`src/hdl/agsc_pkg.sv`:
```
package agsc_pkg;

   localparam int IDX_W   = 6;
   localparam int RSSI_W  = 9;
   localparam int WORD_W  = 10;
   localparam int HOLD_W  = 5;
   localparam int OFS_W   = 8;
   localparam int TICK_W  = 8;
   localparam int ACT_W   = 2;
   localparam int CAP_W   = 9;
   localparam int DB_W    = 8;
   localparam int LVL_W   = 11;
   localparam int ADDR_W  = 4;
   localparam int DATA_W  = 32;

   localparam int ROW_COUNT = 39;

   localparam logic [HOLD_W-1:0]       HOLD_TICKS = 5'd30;
   localparam logic [TICK_W-1:0]       TICKS_HOLD = 8'd30;
   localparam logic [TICK_W-1:0]       TICKS_TX   = 8'd50;
   localparam logic [TICK_W-1:0]       TICKS_IDLE = 8'd200;
   localparam logic signed [CAP_W-1:0] CAP_RESET  = -9'sd82;
   localparam int                      CAP_OFFSET = 160;

   localparam logic [ACT_W-1:0] ACT_NONE    = 2'd0;
   localparam logic [ACT_W-1:0] ACT_WRITE   = 2'd1;
   localparam logic [ACT_W-1:0] ACT_RESTORE = 2'd2;

   localparam logic [1:0] REG_ENABLE  = 2'd0;
   localparam logic [1:0] REG_CAP     = 2'd1;
   localparam logic [1:0] REG_STANDBY = 2'd2;

   typedef logic signed [LVL_W-1:0] lvl_type;
   typedef logic signed [DB_W-1:0]  db_type;

   typedef enum logic [1:0] {
      RES_ZERO    = 2'd0,
      RES_RESTORE = 2'd1,
      RES_TX      = 2'd2,
      RES_WRITE   = 2'd3
   } res_type;

   typedef struct packed {
      logic                    enable;
      logic signed [CAP_W-1:0] cap_dbm;
      logic [IDX_W-1:0]        standby;
   } cfg_type;

   typedef struct packed {
      logic load;
      logic calc;
      logic prep;
      logic scan;
      logic commit;
      logic emit;
   } cmd_type;

   typedef struct packed {
      logic special;
      logic big;
      logic scan_done;
   } sts_type;

   // register word: fixed top bits 2'b11, then three attenuator fields
   function automatic logic [WORD_W-1:0] gw(input logic [2:0] b, input logic [1:0] c,
                                            input logic [2:0] d);
      gw = {2'b11, b, c, d};
   endfunction

   function automatic logic [WORD_W-1:0] row_word(input logic [IDX_W-1:0] idx);
      logic [WORD_W-1:0] w;
      unique case (idx)
         6'd0:  w = gw(3'd0, 2'd0, 3'd0);
         6'd1:  w = gw(3'd0, 2'd1, 3'd0);
         6'd2:  w = gw(3'd0, 2'd2, 3'd0);
         6'd3:  w = gw(3'd0, 2'd0, 3'd1);
         6'd4:  w = gw(3'd0, 2'd1, 3'd1);
         6'd5:  w = gw(3'd0, 2'd2, 3'd1);
         6'd6:  w = gw(3'd1, 2'd3, 3'd0);
         6'd7:  w = gw(3'd0, 2'd3, 3'd1);
         6'd8:  w = gw(3'd1, 2'd2, 3'd1);
         6'd9:  w = gw(3'd0, 2'd2, 3'd2);
         6'd10: w = gw(3'd1, 2'd1, 3'd2);
         6'd11: w = gw(3'd1, 2'd2, 3'd2);
         6'd12: w = gw(3'd1, 2'd3, 3'd2);
         6'd13: w = gw(3'd2, 2'd2, 3'd2);
         6'd14: w = gw(3'd2, 2'd3, 3'd2);
         6'd15: w = gw(3'd2, 2'd2, 3'd3);
         6'd16: w = gw(3'd2, 2'd3, 3'd3);
         6'd17: w = gw(3'd0, 2'd3, 3'd6);
         6'd18: w = gw(3'd2, 2'd2, 3'd4);
         6'd19: w = gw(3'd1, 2'd2, 3'd6);
         6'd20: w = gw(3'd2, 2'd3, 3'd4);
         6'd21: w = gw(3'd5, 2'd0, 3'd4);
         6'd22: w = gw(3'd2, 2'd2, 3'd6);
         6'd23: w = gw(3'd5, 2'd1, 3'd4);
         6'd24: w = gw(3'd3, 2'd1, 3'd6);
         6'd25: w = gw(3'd2, 2'd2, 3'd7);
         6'd26: w = gw(3'd5, 2'd2, 3'd4);
         6'd27: w = gw(3'd3, 2'd1, 3'd7);
         6'd28: w = gw(3'd4, 2'd0, 3'd7);
         6'd29: w = gw(3'd5, 2'd2, 3'd5);
         6'd30: w = gw(3'd3, 2'd2, 3'd7);
         6'd31: w = gw(3'd5, 2'd3, 3'd5);
         6'd32: w = gw(3'd4, 2'd3, 3'd6);
         6'd33: w = gw(3'd5, 2'd3, 3'd6);
         6'd34: w = gw(3'd4, 2'd3, 3'd7);
         6'd35: w = gw(3'd6, 2'd3, 3'd6);
         6'd36: w = gw(3'd5, 2'd3, 3'd7);
         6'd37: w = gw(3'd6, 2'd3, 3'd7);
         default: w = gw(3'd7, 2'd3, 3'd7);
      endcase
      return w;
   endfunction

   function automatic db_type row_db(input logic [IDX_W-1:0] idx);
      db_type g;
      unique case (idx)
         6'd0:  g = -8'sd65;
         6'd1:  g = -8'sd63;
         6'd2:  g = -8'sd60;
         6'd3:  g = -8'sd59;
         6'd4:  g = -8'sd57;
         6'd5:  g = -8'sd54;
         6'd6:  g = -8'sd52;
         6'd7:  g = -8'sd51;
         6'd8:  g = -8'sd49;
         6'd9:  g = -8'sd48;
         6'd10: g = -8'sd46;
         6'd11: g = -8'sd43;
         6'd12: g = -8'sd40;
         6'd13: g = -8'sd38;
         6'd14: g = -8'sd35;
         6'd15: g = -8'sd32;
         6'd16: g = -8'sd29;
         6'd17: g = -8'sd27;
         6'd18: g = -8'sd26;
         6'd19: g = -8'sd25;
         6'd20: g = -8'sd23;
         6'd21: g = -8'sd21;
         6'd22: g = -8'sd20;
         6'd23: g = -8'sd19;
         6'd24: g = -8'sd18;
         6'd25: g = -8'sd17;
         6'd26: g = -8'sd16;
         6'd27: g = -8'sd15;
         6'd28: g = -8'sd14;
         6'd29: g = -8'sd13;
         6'd30: g = -8'sd12;
         6'd31: g = -8'sd10;
         6'd32: g = -8'sd9;
         6'd33: g = -8'sd7;
         6'd34: g = -8'sd6;
         6'd35: g = -8'sd5;
         6'd36: g = -8'sd4;
         6'd37: g = -8'sd2;
         default: g = 8'sd0;
      endcase
      return g;
   endfunction

endpackage

```
`src/hdl/agsc_csr.sv`:
```
module agsc_csr #(
   parameter int TABLE_ENTRIES = 39
) (
   input  logic                           clock,
   input  logic                           reset,
   input  logic                           psel,
   input  logic                           penable,
   input  logic                           pwrite,
   input  logic [agsc_pkg::ADDR_W-1:0]    paddr,
   input  logic [agsc_pkg::DATA_W-1:0]    pwdata,
   output logic [agsc_pkg::DATA_W-1:0]    prdata,
   output logic                           pready,
   output agsc_pkg::cfg_type              cfg
);

   localparam logic [agsc_pkg::IDX_W-1:0] DEF_IDX = agsc_pkg::IDX_W'(TABLE_ENTRIES - 7);

   logic                                 enable_ff, enable_in;
   logic signed [agsc_pkg::CAP_W-1:0]    cap_ff, cap_in;
   logic [agsc_pkg::IDX_W-1:0]           standby_ff, standby_in;
   logic                                 wr;
   logic [1:0]                           sel;

   assign pready = 1'b1;
   assign wr     = psel && penable && pwrite;
   assign sel    = paddr[3:2];

   always_comb begin
      enable_in  = enable_ff;
      cap_in     = cap_ff;
      standby_in = standby_ff;
      if (wr) begin
         unique case (sel)
            agsc_pkg::REG_ENABLE:  enable_in  = pwdata[0];
            agsc_pkg::REG_CAP:     cap_in     = pwdata[agsc_pkg::CAP_W-1:0];
            agsc_pkg::REG_STANDBY: standby_in = pwdata[agsc_pkg::IDX_W-1:0];
            default: ;
         endcase
      end
   end

   always_ff @(posedge clock) begin
      if (reset) begin
         enable_ff  <= 1'b1;
         cap_ff     <= agsc_pkg::CAP_RESET;
         standby_ff <= DEF_IDX;
      end else begin
         enable_ff  <= enable_in;
         cap_ff     <= cap_in;
         standby_ff <= standby_in;
      end
   end

   always_comb begin
      unique case (sel)
         agsc_pkg::REG_ENABLE:  prdata = {31'd0, enable_ff};
         agsc_pkg::REG_CAP:     prdata = {23'd0, cap_ff};
         agsc_pkg::REG_STANDBY: prdata = {26'd0, standby_ff};
         default:               prdata = '0;
      endcase
   end

   assign cfg.enable  = enable_ff;
   assign cfg.cap_dbm = cap_ff;
   assign cfg.standby = standby_ff;

endmodule

```
`src/hdl/agsc_ctrl.sv`:
```
module agsc_ctrl (
   input  logic              clock,
   input  logic              reset,
   input  logic              req_tvalid,
   output logic              req_tready,
   output logic              rsp_tvalid,
   input  logic              rsp_tready,
   input  agsc_pkg::sts_type sts,
   output agsc_pkg::cmd_type cmd
);

   typedef enum logic [5:0] {
      ST_IDLE   = 6'b000001,
      ST_CALC   = 6'b000010,
      ST_PREP   = 6'b000100,
      ST_SCAN   = 6'b001000,
      ST_COMMIT = 6'b010000,
      ST_EMIT   = 6'b100000
   } state_type;

   state_type state_ff, state_in;
   logic      rsp_tvalid_ff, rsp_tvalid_in;
   logic      slot_free;

   assign slot_free  = !rsp_tvalid_ff || rsp_tready;
   assign req_tready = (state_ff == ST_IDLE);
   assign rsp_tvalid = rsp_tvalid_ff;

   always_comb begin
      state_in = state_ff;
      cmd      = '0;
      unique case (state_ff)
         ST_IDLE: begin
            if (req_tvalid) begin
               cmd.load = 1'b1;
               state_in = ST_CALC;
            end
         end
         ST_CALC: begin
            cmd.calc = 1'b1;
            state_in = sts.special ? ST_COMMIT : ST_PREP;
         end
         ST_PREP: begin
            cmd.prep = 1'b1;
            state_in = sts.big ? ST_SCAN : ST_COMMIT;
         end
         ST_SCAN: begin
            cmd.scan = 1'b1;
            if (sts.scan_done) begin
               state_in = ST_COMMIT;
            end
         end
         ST_COMMIT: begin
            cmd.commit = 1'b1;
            state_in   = ST_EMIT;
         end
         ST_EMIT: begin
            if (slot_free) begin
               cmd.emit = 1'b1;
               state_in = ST_IDLE;
            end
         end
         default: state_in = ST_IDLE;
      endcase
   end

   always_comb begin
      if (cmd.emit) begin
         rsp_tvalid_in = 1'b1;
      end else if (rsp_tready) begin
         rsp_tvalid_in = 1'b0;
      end else begin
         rsp_tvalid_in = rsp_tvalid_ff;
      end
   end

   always_ff @(posedge clock) begin
      if (reset) begin
         state_ff      <= ST_IDLE;
         rsp_tvalid_ff <= 1'b0;
      end else begin
         state_ff      <= state_in;
         rsp_tvalid_ff <= rsp_tvalid_in;
      end
   end

endmodule

```
`src/hdl/agsc_dp.sv`:
```
module agsc_dp #(
   parameter int TABLE_ENTRIES = 39,
   parameter int CHANNELS      = 2
) (
   input  logic                                clock,
   input  logic                                reset,
   input  agsc_pkg::cfg_type                   cfg,
   input  agsc_pkg::cmd_type                   cmd,
   output agsc_pkg::sts_type                   sts,
   input  logic                                in_kind,
   input  logic                                in_channel,
   input  logic                                in_am_mode,
   input  logic                                in_transmitting,
   input  logic [agsc_pkg::RSSI_W-1:0]         in_rssi_sample,
   output logic [agsc_pkg::ACT_W-1:0]          out_action,
   output logic [agsc_pkg::WORD_W-1:0]         out_gain_word,
   output logic [agsc_pkg::IDX_W-1:0]          out_gain_index,
   output logic signed [agsc_pkg::OFS_W-1:0]   out_rssi_offset,
   output logic [agsc_pkg::TICK_W-1:0]         out_reload_ticks
);

   localparam int CH_W = (CHANNELS > 1) ? $clog2(CHANNELS) : 1;
   localparam int IW   = agsc_pkg::IDX_W;
   localparam int RW   = agsc_pkg::RSSI_W;
   localparam int HW   = agsc_pkg::HOLD_W;
   localparam logic [IW-1:0] TOP_IDX = IW'(TABLE_ENTRIES - 1);
   localparam logic [IW-1:0] DEF_IDX = IW'(TABLE_ENTRIES - 7);
   localparam agsc_pkg::db_type DEF_DB = agsc_pkg::row_db(DEF_IDX);

   // captured item
   logic                kind_ff, kind_in;
   logic                am_ff, am_in;
   logic                tx_ff, tx_in;
   logic                ch_ok_ff, ch_ok_in;
   logic [CH_W-1:0]     ch_ff, ch_in;
   logic [RW-1:0]       rssi_ff, rssi_in;

   // working registers
   agsc_pkg::res_type   res_ff, res_in;
   agsc_pkg::lvl_type   diff_ff, diff_in;
   agsc_pkg::lvl_type   target_ff, target_in;
   logic [IW-1:0]       work_ff, work_in;

   // per-channel tracking state
   logic [IW-1:0]       index_ff [CHANNELS];
   logic [IW-1:0]       index_in [CHANNELS];
   logic [RW-1:0]       last_ff  [CHANNELS];
   logic [RW-1:0]       last_in  [CHANNELS];
   logic [HW-1:0]       hold_ff  [CHANNELS];
   logic [HW-1:0]       hold_in  [CHANNELS];

   // result register
   logic [agsc_pkg::ACT_W-1:0]        action_ff, action_in;
   logic [agsc_pkg::WORD_W-1:0]       word_ff, word_in;
   logic [IW-1:0]                     gidx_ff, gidx_in;
   logic signed [agsc_pkg::OFS_W-1:0] ofs_ff, ofs_in;
   logic [agsc_pkg::TICK_W-1:0]       ticks_ff, ticks_in;

   logic [IW-1:0]       cur_idx;
   logic [RW-1:0]       cur_last;
   logic [HW-1:0]       cur_hold;
   logic [RW:0]         sum;
   logic [RW-1:0]       avg;
   agsc_pkg::lvl_type   cap_lvl;
   agsc_pkg::lvl_type   desired;
   logic signed [11:0]  raw;
   logic [11:0]         raw_adj;
   logic                pos;
   logic                big;
   logic [IW-1:0]       work_dec;
   agsc_pkg::lvl_type   db_next;
   logic [IW-1:0]       lowered;
   logic                changed;
   logic [HW-1:0]       hold_a;
   logic [HW-1:0]       hold_b;
   logic [IW-1:0]       limit;
   logic [IW:0]         raised;
   logic [IW-1:0]       new_idx;
   logic                clr;
   logic signed [8:0]   db_delta;

   assign cur_idx  = index_ff[ch_ff];
   assign cur_last = last_ff[ch_ff];
   assign cur_hold = hold_ff[ch_ff];

   // item capture
   always_comb begin
      kind_in  = kind_ff;
      am_in    = am_ff;
      tx_in    = tx_ff;
      ch_ok_in = ch_ok_ff;
      ch_in    = ch_ff;
      rssi_in  = rssi_ff;
      if (cmd.load) begin
         kind_in  = in_kind;
         am_in    = in_am_mode;
         tx_in    = in_transmitting;
         ch_ok_in = int'(in_channel) < CHANNELS;
         ch_in    = (int'(in_channel) < CHANNELS) ? CH_W'(in_channel) : '0;
         rssi_in  = in_rssi_sample;
      end
   end

   // level difference, truncated toward zero
   always_comb begin
      sum     = {1'b0, cur_last} + {1'b0, rssi_ff};
      avg     = (cur_last != '0) ? sum[RW:1] : rssi_ff;
      cap_lvl = agsc_pkg::lvl_type'(cfg.cap_dbm) + agsc_pkg::lvl_type'(agsc_pkg::CAP_OFFSET);
      desired = {cap_lvl[9:0], 1'b0};
      raw     = signed'({3'b000, avg}) - 12'(desired);
      raw_adj = raw + {11'd0, raw[11]};
   end

   always_comb begin
      priority if (!ch_ok_ff || kind_ff || !cfg.enable) begin
         res_in = agsc_pkg::RES_ZERO;
      end else if (!am_ff) begin
         res_in = agsc_pkg::RES_RESTORE;
      end else if (tx_ff) begin
         res_in = agsc_pkg::RES_TX;
      end else begin
         res_in = agsc_pkg::RES_WRITE;
      end
   end

   assign pos      = diff_ff > agsc_pkg::lvl_type'(0);
   assign big      = diff_ff >= agsc_pkg::lvl_type'(6);
   assign work_dec = work_ff - IW'(1);
   assign db_next  = agsc_pkg::lvl_type'(agsc_pkg::row_db(work_dec));

   assign sts.special   = (res_in != agsc_pkg::RES_WRITE);
   assign sts.big       = big;
   assign sts.scan_done = (work_ff <= IW'(2)) || (db_next <= target_ff);

   always_comb begin
      diff_in   = diff_ff;
      target_in = target_ff;
      work_in   = work_ff;
      if (cmd.calc) begin
         diff_in = raw_adj[11:1];
         work_in = (cur_idx > TOP_IDX) ? TOP_IDX : cur_idx;
      end
      if (cmd.prep) begin
         target_in = agsc_pkg::lvl_type'(agsc_pkg::row_db(work_ff)) - diff_ff
                     + agsc_pkg::lvl_type'(6);
         if (pos && !big) begin
            priority if (work_ff >= IW'(4) && diff_ff >= agsc_pkg::lvl_type'(3)) begin
               work_in = work_ff - IW'(3);
            end else if (work_ff > IW'(1)) begin
               work_in = work_dec;
            end else begin
               work_in = work_ff;
            end
         end
      end
      if (cmd.scan && work_ff > IW'(1)) begin
         work_in = work_dec;
      end
   end

   // index, hold count and raise step at commit
   always_comb begin
      lowered = pos ? ((work_ff == '0) ? IW'(1) : work_ff) : cur_idx;
      changed = pos && (lowered != cur_idx);
      hold_a  = (cur_hold != '0) ? cur_hold - HW'(1) : '0;
      hold_b  = (changed || diff_ff >= -agsc_pkg::lvl_type'(3)) ? agsc_pkg::HOLD_TICKS : hold_a;
      limit   = (cfg.standby > TOP_IDX) ? TOP_IDX : cfg.standby;
      raised  = {1'b0, lowered} + (IW+1)'(1);
      if (hold_b == '0) begin
         new_idx = (raised < {1'b0, limit}) ? raised[IW-1:0] : limit;
      end else begin
         new_idx = lowered;
      end
      clr = kind_ff && ch_ok_ff;
   end

   always_comb begin
      for (int c = 0; c < CHANNELS; c++) begin
         index_in[c] = index_ff[c];
         last_in[c]  = last_ff[c];
         hold_in[c]  = hold_ff[c];
         if (cmd.commit && ch_ff == CH_W'(c)) begin
            if (res_ff == agsc_pkg::RES_WRITE) begin
               index_in[c] = new_idx;
               last_in[c]  = rssi_ff;
               hold_in[c]  = hold_b;
            end else if (clr) begin
               last_in[c]  = '0;
               hold_in[c]  = '0;
            end
         end
      end
   end

   // result
   always_comb begin
      action_in = action_ff;
      word_in   = word_ff;
      gidx_in   = gidx_ff;
      ofs_in    = ofs_ff;
      ticks_in  = ticks_ff;
      db_delta  = 9'(agsc_pkg::row_db(cur_idx)) - 9'(DEF_DB);
      if (cmd.emit) begin
         action_in = agsc_pkg::ACT_NONE;
         word_in   = '0;
         gidx_in   = '0;
         ofs_in    = '0;
         ticks_in  = '0;
         unique case (res_ff)
            agsc_pkg::RES_WRITE: begin
               action_in = agsc_pkg::ACT_WRITE;
               word_in   = agsc_pkg::row_word(cur_idx);
               gidx_in   = cur_idx;
               ofs_in    = {db_delta[6:0], 1'b0};
               ticks_in  = agsc_pkg::TICKS_HOLD;
            end
            agsc_pkg::RES_RESTORE: begin
               action_in = agsc_pkg::ACT_RESTORE;
               ticks_in  = agsc_pkg::TICKS_IDLE;
            end
            agsc_pkg::RES_TX: begin
               ticks_in  = agsc_pkg::TICKS_TX;
            end
            default: ;
         endcase
      end
   end

   always_ff @(posedge clock) begin
      kind_ff   <= kind_in;
      am_ff     <= am_in;
      tx_ff     <= tx_in;
      ch_ok_ff  <= ch_ok_in;
      ch_ff     <= ch_in;
      rssi_ff   <= rssi_in;
      res_ff    <= cmd.calc ? res_in : res_ff;
      diff_ff   <= diff_in;
      target_ff <= target_in;
      work_ff   <= work_in;
      action_ff <= action_in;
      word_ff   <= word_in;
      gidx_ff   <= gidx_in;
      ofs_ff    <= ofs_in;
      ticks_ff  <= ticks_in;
   end

   always_ff @(posedge clock) begin
      if (reset) begin
         for (int c = 0; c < CHANNELS; c++) begin
            index_ff[c] <= DEF_IDX;
            last_ff[c]  <= '0;
            hold_ff[c]  <= '0;
         end
      end else begin
         for (int c = 0; c < CHANNELS; c++) begin
            index_ff[c] <= index_in[c];
            last_ff[c]  <= last_in[c];
            hold_ff[c]  <= hold_in[c];
         end
      end
   end

   assign out_action       = action_ff;
   assign out_gain_word    = word_ff;
   assign out_gain_index   = gidx_ff;
   assign out_rssi_offset  = ofs_ff;
   assign out_reload_ticks = ticks_ff;

endmodule

```
`src/hdl/am_receiver_gain_step_control.sv`:
```
// AM receiver front-end gain step controller, per-channel tracking state.
// req_*: one sample item per handshake (tvalid/tready). tuser carries the
//   item kind (evaluate or reset tracking) and the channel, tdata the AM
//   and transmit flags and the 9-bit RSSI reading.
// rsp_*: exactly one result item per request: action in tuser, gain word,
//   index, RSSI correction and reload delay in tdata.
// csr_*: APB-style registers: enable (0x0), cap_dbm (0x4), standby limit
//   index (0x8). pready is tied high; write only while the block is idle.
// Timing: req_tready is high only while the controller is idle. An accepted
//   item steps through CALC, PREP, COMMIT and EMIT, and its result is
//   registered from EMIT; reset, disabled, non-AM and transmit items skip
//   PREP. A large excess above the cap adds the downward table scan (SCAN)
//   before COMMIT. A new item is taken only after EMIT, back in idle.
// A new item is taken while the previous result still waits in the output
//   register; a stalled receiver holds rsp_* steady and the controller
//   waits before loading the next result.
// Reset: registers return to enable 1, cap -82 dBm, standby index
//   TABLE_ENTRIES-7; every channel goes to index TABLE_ENTRIES-7 with its
//   last reading and hold count cleared, in the reset cycle itself.
module am_receiver_gain_step_control #(
   parameter int TABLE_ENTRIES = 39,
   parameter int CHANNELS      = 2
) (
   input  logic        clock,
   input  logic        reset,
   input  logic        req_tvalid,
   output logic        req_tready,
   input  logic [15:0] req_tdata,   // am_mode[0], transmitting[1], rssi_sample[10:2], zero pad
   input  logic [1:0]  req_tuser,   // kind[0], channel[1]
   output logic        rsp_tvalid,
   input  logic        rsp_tready,
   output logic [31:0] rsp_tdata,   // gain_word[9:0], gain_index[15:10], rssi_offset[23:16],
                                    // reload_ticks[31:24]
   output logic [1:0]  rsp_tuser,   // action[1:0]
   input  logic        csr_psel,
   input  logic        csr_penable,
   input  logic        csr_pwrite,
   input  logic [3:0]  csr_paddr,
   input  logic [31:0] csr_pwdata,
   output logic [31:0] csr_prdata,
   output logic        csr_pready
);

   agsc_pkg::cfg_type cfg;
   agsc_pkg::cmd_type cmd;
   agsc_pkg::sts_type sts;

   logic [agsc_pkg::ACT_W-1:0]        action;
   logic [agsc_pkg::WORD_W-1:0]       gain_word;
   logic [agsc_pkg::IDX_W-1:0]        gain_index;
   logic signed [agsc_pkg::OFS_W-1:0] rssi_offset;
   logic [agsc_pkg::TICK_W-1:0]       reload_ticks;

   agsc_csr #(
      .TABLE_ENTRIES (TABLE_ENTRIES)
   ) u_csr (
      .clock   (clock),
      .reset   (reset),
      .psel    (csr_psel),
      .penable (csr_penable),
      .pwrite  (csr_pwrite),
      .paddr   (csr_paddr),
      .pwdata  (csr_pwdata),
      .prdata  (csr_prdata),
      .pready  (csr_pready),
      .cfg     (cfg)
   );

   agsc_ctrl u_ctrl (
      .clock      (clock),
      .reset      (reset),
      .req_tvalid (req_tvalid),
      .req_tready (req_tready),
      .rsp_tvalid (rsp_tvalid),
      .rsp_tready (rsp_tready),
      .sts        (sts),
      .cmd        (cmd)
   );

   agsc_dp #(
      .TABLE_ENTRIES (TABLE_ENTRIES),
      .CHANNELS      (CHANNELS)
   ) u_dp (
      .clock            (clock),
      .reset            (reset),
      .cfg              (cfg),
      .cmd              (cmd),
      .sts              (sts),
      .in_kind          (req_tuser[0]),
      .in_channel       (req_tuser[1]),
      .in_am_mode       (req_tdata[0]),
      .in_transmitting  (req_tdata[1]),
      .in_rssi_sample   (req_tdata[10:2]),
      .out_action       (action),
      .out_gain_word    (gain_word),
      .out_gain_index   (gain_index),
      .out_rssi_offset  (rssi_offset),
      .out_reload_ticks (reload_ticks)
   );

   assign rsp_tuser = action;
   assign rsp_tdata = {reload_ticks, rssi_offset, gain_index, gain_word};

endmodule
```
`config.mk`:
```
export PLATFORM = sky130hd
export DESIGN_NAME = am_receiver_gain_step_control
export DESIGN_NICKNAME = d
export VERILOG_FILES = /design/src/hdl/agsc_pkg.sv /design/src/hdl/agsc_csr.sv /design/src/hdl/agsc_ctrl.sv /design/src/hdl/agsc_dp.sv /design/src/hdl/am_receiver_gain_step_control.sv
export SDC_FILE = /design/constraint.sdc
export NUM_CORES = 1
export LEC_CHECK = 0
export BUFFER_PORTS_ARGS = -buffer_cell sky130_fd_sc_hd__buf_4
export CORE_MARGIN = 5
export CORE_UTILIZATION = 66
export CTS_BUF_LIST = sky130_fd_sc_hd__clkbuf_4
export DETAILED_ROUTE_END_ITERATION = 8
export GPL_TIMING_DRIVEN = 0
export PLACE_DENSITY_LB_ADDON = 0.25
export REMOVE_ABC_BUFFERS = 1
export SYNTH_ARGS = -nofsm -noshare
export SYNTH_HDL_FRONTEND = slang
export SYNTH_SLANG_ARGS = --single-unit
```
`constraint.sdc`:
```
create_clock -name clock -period 11.05 [get_ports clock]
set_input_delay 2.21 -clock clock [delete_from_list [all_inputs] [get_ports clock]]
set_output_delay 2.21 -clock clock [all_outputs]
set_load 0.02 [all_outputs]
```
After elaboration in Yosys (flattened, before gate mapping)
Memories as Yosys holds them, arrays and structs flattened. A register that Yosys moved wholly into a read port is not among the register bits.
Cells that the tools add are included.

storage, ports and cells
  flip-flop bits (word level) = 100
  output and inout port bits = 69
  input bits = 61
  memories = 7
  bits in read-only memories = 2048
  logic and storage cells = 178
  RAM bits = 40

operators by class
  reductions and logical operators = 30
  bitwise gates (word level) = 7
  mux-type cells = 67
  equality and inequality tests = 25
  magnitude comparators = 11
  add/sub/neg operators = 11

memory list
  memory           depth  width  rd ports  clocked after Yosys merged registers in  wr ports  RTL line         source
  (no name shown)  64     8      1         0                                        0         agsc_pkg.sv:118  unique case (idx)
  (no name shown)  64     8      1         1                                        0         agsc_pkg.sv:72   unique case (idx)
  (no name shown)  64     8      1         1                                        0         agsc_pkg.sv:118
  (no name shown)  64     8      1         0                                        0         agsc_pkg.sv:118
  u_dp.last_ff     2      9      1         1                                        2         agsc_dp.sv:47    logic [RW-1:0] last_ff [CHANNELS];
  u_dp.index_ff    2      6      1         1                                        2         agsc_dp.sv:45    logic [IW-1:0] index_ff [CHANNELS];
  1 more memories  -      -      -         -                                        -         -

operators by type and width
  cell                                                                 count
  2-to-1 mux 6 bit                                                     22
  2-to-1 mux 9 bit                                                     9
  2-to-1 mux 5 bit                                                     12
  one-hot mux 6 bit (6 select lines)                                   1
  one-hot mux 9 bit (3 select lines)                                   1
  one-hot mux 8 bit (3 select lines)                                   1
  greater-or-equal comparator 11 x 3 -> 1 bit (second input constant)  2
  2-to-1 mux 1 bit                                                     17
  AND reduction 3 bit                                                  5
  adder 12 x 1 -> 12 bit                                               1
  greater-than comparator 6 bit (second input constant)                2
  subtractor 10 x 11 -> 12 bit                                         1
  adder 11 x 4 -> 11 bit (second input constant)                       1
  greater-or-equal comparator 11 x 4 -> 1 bit (second input constant)  1
  greater-than comparator 11 x 1 -> 1 bit (second input constant)      1
  <= comparator 8 x 11 -> 1 bit                                        1
  subtractor 8 x 11 -> 11 bit                                          1
  adder 9 x 9 -> 10 bit                                                1
  adder 9 x 9 -> 10 bit (second input constant)                        1
  inequality test 2 bit (second input constant)                        5
  nonzero test 9 bit                                                   1
  logical AND 1 bit                                                    8
  2-to-1 mux 8 bit                                                     1
  adder 6 x 1 -> 7 bit (second input constant)                         1
  other kinds (33)                                                     54

Logic depth before layout (Yosys ltp)
Gate-level depths: netlist (run 1).

  depth in word-level cells = 12
  gate-level depth with buffers = 26
  mapped depth without buffers = 23

By module
A second synthesis (run 1) with hierarchy kept.

unflattened totals
  cells, all modules = 1143
  area, all modules = 10810.4 µm²

modules (own cells, without submodules)
  module     times used  seq. area each (µm²)  area each (µm²)  cells each
  agsc_dp    1           3483.3                9390.3           982
  agsc_csr   1           320.3                 988.4            110
  agsc_ctrl  1           140.1                 431.7            51

Worst setup path before layout (run 1)
Ideal clock, no wire load.

  path kind = reg2reg
  start = register with a tool-made name
  end = register u_dp.diff_ff[9], data pin
  arrival time = 5.489 ns
  slack = 5.299 ns
  library setup time = 0.262 ns
  data required time = 10.788 ns
  clock period less this slack = 5.751 ns
  stages on the path, launching flop included = 26
  buffers on the path = 4
  path through = dfxtp_1 buf_2 buf_6 buf_2 buf_2 mux2_2 ha_1 nor2b_1 o21ai_0 a21boi_0 o21ai_0 nand2b_1 a21o_1 a21oi_1 xor2_1 o21ai_0 ha_1 or3_1 o211ai_1 and3_1 ha_1 or3b_2 or4_1 a2111oi_0 a211oi_1 xnor2_1

RTL lines
  what                    RTL line        source
  end signal: assignment  agsc_dp.sv:237  diff_ff <= diff_in;
  end: declaration        agsc_dp.sv:40   agsc_pkg::lvl_type diff_ff, diff_in;

==> results of run 1 <==
==> worst max-delay path: stages, from the launching register on <==
cell and delay, ns:
dfxtp_2 0.87, mux2_2 0.43, ha_1 0.31, nor2b_1 0.15, o21ai_0 0.22, a21boi_0 0.16, o21ai_0 0.17, nand2b_1 0.12
a21o_1 0.20, a21oi_1 0.20, xor2_1 0.15, o21ai_0 0.11, ha_1 0.27, or3_1 0.34, o211ai_1 0.23, and3_1 0.19
ha_1 0.16, or3b_2 0.49, or4_1 0.48, a2111oi_0 0.43, a211oi_1 0.11, xnor2_1 0.14
==> routing by layer <==
metal | up-vias | wire length [um] | track usage [%]
met1 | 3920 | 10200 | 35.8
met3 | 34 | 1680 | 4.72
met5 | - | 0 | 0
met2 | 325 | 11300 | 42.8
li1 | 4058 | - | -
met4 | 0 | 316 | 6.83
==> final cells by class <==
| type | count | area (um2) | area share, % |
|---|---|---|---|
| diodes | 1 | 2.50 | 0.0223 |
| well taps | 216 | 270 | 2.41 |
| multi-input cells | 840 | 5830 | 52.0 |
| clock buffers | 18 | 135 | 1.21 |
| clock inverters | 14 | 133 | 1.18 |
| repair buffers | 78 | 601 | 5.36 |
| flip-flops and latches | 142 | 3950 | 35.2 |
| inverters | 77 | 289 | 2.58 |
==> worst paths after layout <==
| check | to | slack, ns | cells past startpoint |
|---|---|---|---|
| max | u_dp.diff_ff[9] | 4.86 | 21 |
| max reg2reg | u_dp.diff_ff[9] | 4.86 | 21 |
| min reg2reg | u_ctrl.state_ff[2] | 0.55 | 1 |
| min | u_ctrl.state_ff[2] | 0.55 | 1 |
==> power breakdown <==
part | leakage (nW) | internal [mW] | switching (mW)
Sequential | 1.32 | 0.686 | 0.0861
Clock | 0.150 | 0.119 | 0.216
Combinational | 3.07 | 0.616 | 0.861
==> cells in the final DEF (no fill, tap or decap), drive strengths merged, types with 13 or more instances in the layout <==
cell and count:
nor2 115, edfxtp 110, ha 86, inv 85
buf 78, nand2 77, a21oi 75, o21ai 62
xnor2 37, mux2i 36, dfxtp 32, nor3 27
conb 26, xor2 20, clkbuf 18, mux2 17
o211ai 17, nor2b 17, and2 17, nand3 15
nor4 14, nand2b 13, a31oi 13
==> flip-flops by register name, summed over array words and instances, names as in the netlist, 3 cells and up, named ones only <==
register               count
u_dp.target_ff            11
u_dp.hold_ff              10
u_dp.out_reload_ticks      3
u_dp.diff_ff              11
u_csr.standby_ff           6
u_dp.last_ff              18
u_dp.out_rssi_offset       7
u_dp.out_gain_index        6
u_dp.index_ff             12
u_dp.work_ff               6
u_dp.out_gain_word         9
u_csr.cap_ff               9
u_dp.rssi_ff               9
u_ctrl.state_ff            6
==> logic make-up after synthesis <==
group,after synthesis,share of synthesized area [%]
AOI/OAI and AO/OA,276,17.5
other,2,0.0721
DFF,142,37.9
adders and majority gates,89,10.9
muxes,53,5.37
and+or+nand+nor,339,16.3
buffers and inverters,153,7.09
xor gates and xnor gates,57,4.79
==> flow_metrics.env, run 1 <==
export IMPL_cts_root_buf="clkbuf_4"
export IMPL_grt_ovfl_total=0
export IMPL_cts_tree="yes"
export IMPL_min_delay_start="u_dp.tx_ff"
export IMPL_placed_cell_area_um2=10900
export IMPL_layout_setup_ws_ns=4.86
export IMPL_setup_viol=0
export IMPL_hold_slack_ns=0.550
export IMPL_endpoint_kind="flip-flop"
export IMPL_synth_avg_cell_area_um2=9.37
export IMPL_seq_area_frac_synth_pct=37.9
export IMPL_cts_setup_buffers=0
export IMPL_post_route_util_pct=71.6
export IMPL_total_power_mw=2.58
export IMPL_drv_cap=0
export IMPL_tightestPinTransition_ns=1.32
export IMPL_antenna_left=0
export IMPL_skew_ns=0.0288
export IMPL_fmax_mhz=162
export IMPL_final_nets=1306
export IMPL_slew_headroom_pct=11.2
export IMPL_rsz0062_at_grt="false"
export IMPL_drtIter0Drc=941
export IMPL_numPortBuffers=73
export IMPL_h_tree_depth=4
export IMPL_ys_top_cells_by_area="edfxtp_1 32%, ha_1 10%, dfxtp_1 6.2%"
export IMPL_syn2layout_area_growth_pct=7.63
export IMPL_netlist_area_um2=10400
export IMPL_worst_setup_path_start_kind="flip-flop"
export IMPL_status="completed"
export IMPL_required_ns=11.38
export IMPL_clkTransAtPathRegs_ns=0.13
export IMPL_synth_ff_type="edfxtp_1"
export IMPL_fin_setup_tns_ns=0
export IMPL_dpl_cell_count=1353
export IMPL_start_util_pct=66.5
export IMPL_antenna_found_initial=1
export IMPL_io_pins=130
export IMPL_synth_edf_count=110
export IMPL_routedWlPerCell_um=17.0
export IMPL_synth_distinct_cells=86
export IMPL_drtPass1Iterations=5
export IMPL_crit_path_max_fanout=31
export IMPL_syn_inst=1111
export IMPL_pre_cts_slack_ns=4.44
export IMPL_fin_cells=1386
export IMPL_first_global_vias=7874
export IMPL_ir_drop_v=0.000190
export IMPL_fin_crit_sh_pct=56.0
export IMPL_cp_arrival_ns=6.52
export IMPL_grt_pass1_wl_um=38400
export IMPL_hold_class="reg2reg"
export IMPL_die_area_um2=18400
export IMPL_cts_hold_buf=0
export IMPL_yosys_warnings=0
export IMPL_place_congestion=0.931
export IMPL_yosysMostFrequentCell="nor2_1"
export IMPL_routed_via_density=6.02
export IMPL_dpl_hpwl_um=17700
export IMPL_drive_gt1_share_pct=13.6
export IMPL_fp_coreArea_um2=15700
export IMPL_die_w_um=136
export IMPL_vias=8337
export IMPL_clockBufferDepth=2
export IMPL_worstSkewPairLatency_ns=0.59
export IMPL_power_density_nw_per_um2=231
export IMPL_yosys_top_cells_count="113 x nor2_1, 110 x edfxtp_1, 86 x ha_1"
export IMPL_fillers=1229
export IMPL_cts_sinks=142
export IMPL_yosysTopAreaCellShare_pct=31.7
export IMPL_post_cts_resized=0
export IMPL_wirelength_um=23500
export IMPL_worst_setup_path_type="reg2reg"
export IMPL_synth_top_area_cell="edfxtp_1"
export IMPL_final_hold_violation_count=0
export IMPL_die_y_um=136
export IMPL_final_area_um2=11200
export IMPL_synth_seq_cells=142
export IMPL_slew_violations=0
export IMPL_fin_crit_ns=6.19
export IMPL_drc=0
export IMPL_grt_max_degree=32
export IMPL_synthArstFlopShare_pct=0
export IMPL_p_leak_nw=4.54
export IMPL_grt_util_all_layers_pct=26.0
export IMPL_cts_buffers=17
export IMPL_rows=46
Note: power is estimated with default switching activity, not from simulation.
==> run 2: changes to the inputs <==
Settings changed: CORE_UTILIZATION 66 to 55.
Clock period 11.05 ns to 5 ns, I/O delays scaled along.
==> run 2 against run 1 <==
The run now ends with negative setup slack left. Clock skew down 0.0090 ns. Highest routed layer unchanged. Power up 130%. Final cell count up 2.7%. First-iteration DRC count down 11%. Worst hold slack worse by 0.0035 ns.
==> flow_metrics.env, run 2 (synthesis results as in run 1) <==
export IMPL_start_util_pct=55.9
export IMPL_grt_pass1_wl_um=39000
export IMPL_worst_setup_path_type="reg2reg"
export IMPL_status="finished, violations left"
export IMPL_power_density_nw_per_um2=520
export IMPL_fp_coreArea_um2=18600
export IMPL_worstSkewPairLatency_ns=0.55
export IMPL_grt_max_degree=31
export IMPL_layout_setup_ws_ns=-0.0886
export IMPL_slew_headroom_pct=21.5
export IMPL_endpoint_kind="flip-flop"
export IMPL_cts_sinks=142
export IMPL_worst_path_buf_inv=1
export IMPL_drc=0
export IMPL_routed_via_density=5.90
export IMPL_tightestPinTransition_ns=1.17
export IMPL_crit_path_max_fanout=6
export IMPL_die_area_um2=21800
export IMPL_setup_viol=1
export IMPL_p_leak_nw=4.67
export IMPL_syn2layout_area_growth_pct=11.7
export IMPL_numPortBuffers=73
export IMPL_io_pins=130
export IMPL_max_stage_delay_ns=0.57
export IMPL_multi_input_area_um2=6010
export IMPL_wl_met1_um=11000
export IMPL_layout_commonest_cell="nor2_1"
export IMPL_die_y_um=148
export IMPL_largest_reg_flops=18
export IMPL_fin_crit_ns=5.09
export IMPL_top_layer="met4"
export IMPL_final_nets=1325
export IMPL_grt_util_all_layers_pct=22.0
export IMPL_fin_crit_sh_pct=102
export IMPL_drive_gt1_share_pct=17.3
export IMPL_top_register="u_dp.last_ff"
export IMPL_cts_tree="yes"
export IMPL_regArea_um2=3950
export IMPL_rsz0062_at_grt="true"
export IMPL_routedWlPerCell_um=17.3
export IMPL_h_tree_depth=4
export IMPL_first_global_vias=7728
export IMPL_cts_root_buf="clkbuf_4"
export IMPL_fillers=1587
export IMPL_clockBufferDepth=2
export IMPL_fmax_mhz=197
export IMPL_final_hold_violation_count=0
export IMPL_ir_drop_v=0.000379
export IMPL_dpl_hpwl_um=17900
export IMPL_crit_family="simple AND/OR/NAND/NOR gates"
export IMPL_clkTransAtPathRegs_ns=0.14
export IMPL_mostFrequentLayoutCells="113 x nor2_1, 110 x edfxtp_1, 91 x buf_4"
export IMPL_drtPass1Iterations=7
export IMPL_total_power_mw=6.04
export IMPL_place_congestion=0.888
export IMPL_hold_class="reg2reg"
export IMPL_slowest_stage="or4_4"
export IMPL_slew_violations=0
export IMPL_pre_cts_slack_ns=-1.07
export IMPL_grt_ovfl_total=0
export IMPL_required_ns=5.29
export IMPL_die_w_um=148
export IMPL_met2WireLength_um=11400
export IMPL_wl_met3_um=1720
export IMPL_violations="negative setup slack"
export IMPL_drtIter0Drc=836
export IMPL_vias=8392
export IMPL_cts_buffers=17
export IMPL_worst_setup_path_start_kind="flip-flop"
export IMPL_path_cells="buf_4 -> mux2_2 -> ha_1 -> a21boi_2 -> o21ai_1 -> nand2b_1 -> a21o_1 -> a21oi_2 -> xor2_1 -> o21ai_1 -> ha_2 -> or3_1 -> o211ai_1 -> and3_1 -> ha_1 -> or3b_4 -> or4_4 -> a2111oi_4 -> a211oi_2 -> xnor2_1"
export IMPL_antenna_found_initial=2
export IMPL_post_route_util_pct=62.4
export IMPL_wirelength_um=24600
export IMPL_skew_ns=0.0197
export IMPL_cp_arrival_ns=5.38
export IMPL_drv_cap=0
export IMPL_antenna_left=0
export IMPL_rows=50
export IMPL_top_regs="u_dp.last_ff (18), u_dp.index_ff (12)"
run 2: worst paths after layout:
check | cells after the start | from | endpoint | slack, ns
setup / recovery | 20 | flip-flop | u_dp.diff_ff[9] | -0.09
hold / removal | 0 | u_dp.res_ff[0] | u_dp.out_reload_ticks[3] | 0.55
setup reg to reg | 20 | flip-flop | u_dp.diff_ff[9] | -0.09
hold reg to reg | 0 | u_dp.res_ff[0] | u_dp.out_reload_ticks[3] | 0.55
run 2: final cells by class:
cell class                      instances  share of cell area [%]
Inverter                               77                    2.52
Antenna cell                            1                  0.0215
Sequential cell                       142                    33.9
Clock buffer                           18                    1.16
Timing Repair Buffer                   96                    6.53
Tap cell                              234                    2.52
Multi-Input combinational cell        840                    51.7
Clock inverter                         14                    1.56
Timing Repair inverter                  1                  0.0430
run 2: power by group:
part           switching, mW  total (mW)  internal [mW]  leakage (nW)
combinational           2.05        3.54           1.49          3.18
clock                  0.471       0.837          0.366         0.166
sequential             0.153        1.67           1.52          1.32
total                   2.67        6.04           3.37          4.67
run 2: what timing repair did:
item                       4_1_cts  5_1_grt
setup buffers                    5       14
hold buffers                     0        0
setup endpoints to repair       25       21
cloned                           0        1
resized for setup               11       32
pin swaps                        1       12
run 2: through the flow:
stage | std cells | TNS [ns] | hold slack, ns | cell area, um2
6_report | 1423 | -0.0886 | 0.546 | 11600
5_1_grt | 1423 | -0.303 | 0.552 | 11600
4_1_cts | 1407 | -0.342 | 0.545 | 11400
3_5_place_dp | 1370 | -11.91 | 0.512 | 11000
3_3_place_gp | 1366 | -24.92 | 0.510 | 10900
2_1_floorplan | 1059 | -1.13 | 0.437 | 10100
run 2: worst register-to-register path, cell delays in order (launching register included):
cell,delay [ns]
dfxtp_4,0.44
buf_4,0.16
mux2_2,0.34
ha_1,0.32
a21boi_2,0.19
o21ai_1,0.14
nand2b_1,0.11
a21o_1,0.20
a21oi_2,0.14
xor2_1,0.16
o21ai_1,0.09
ha_2,0.20
or3_1,0.33
o211ai_1,0.22
and3_1,0.18
ha_1,0.17
or3b_4,0.41
or4_4,0.57
a2111oi_4,0.22
a211oi_2,0.09
xnor2_1,0.16
run 2: routing by layer:
metal / GRT usage [%] / vias to the layer above
li1: - / 4102
met1: 30.8 / 3930
met2: 34.8 / 322
met5: 0 / -
met4: 6.80 / 0
met3: 4.17 / 38
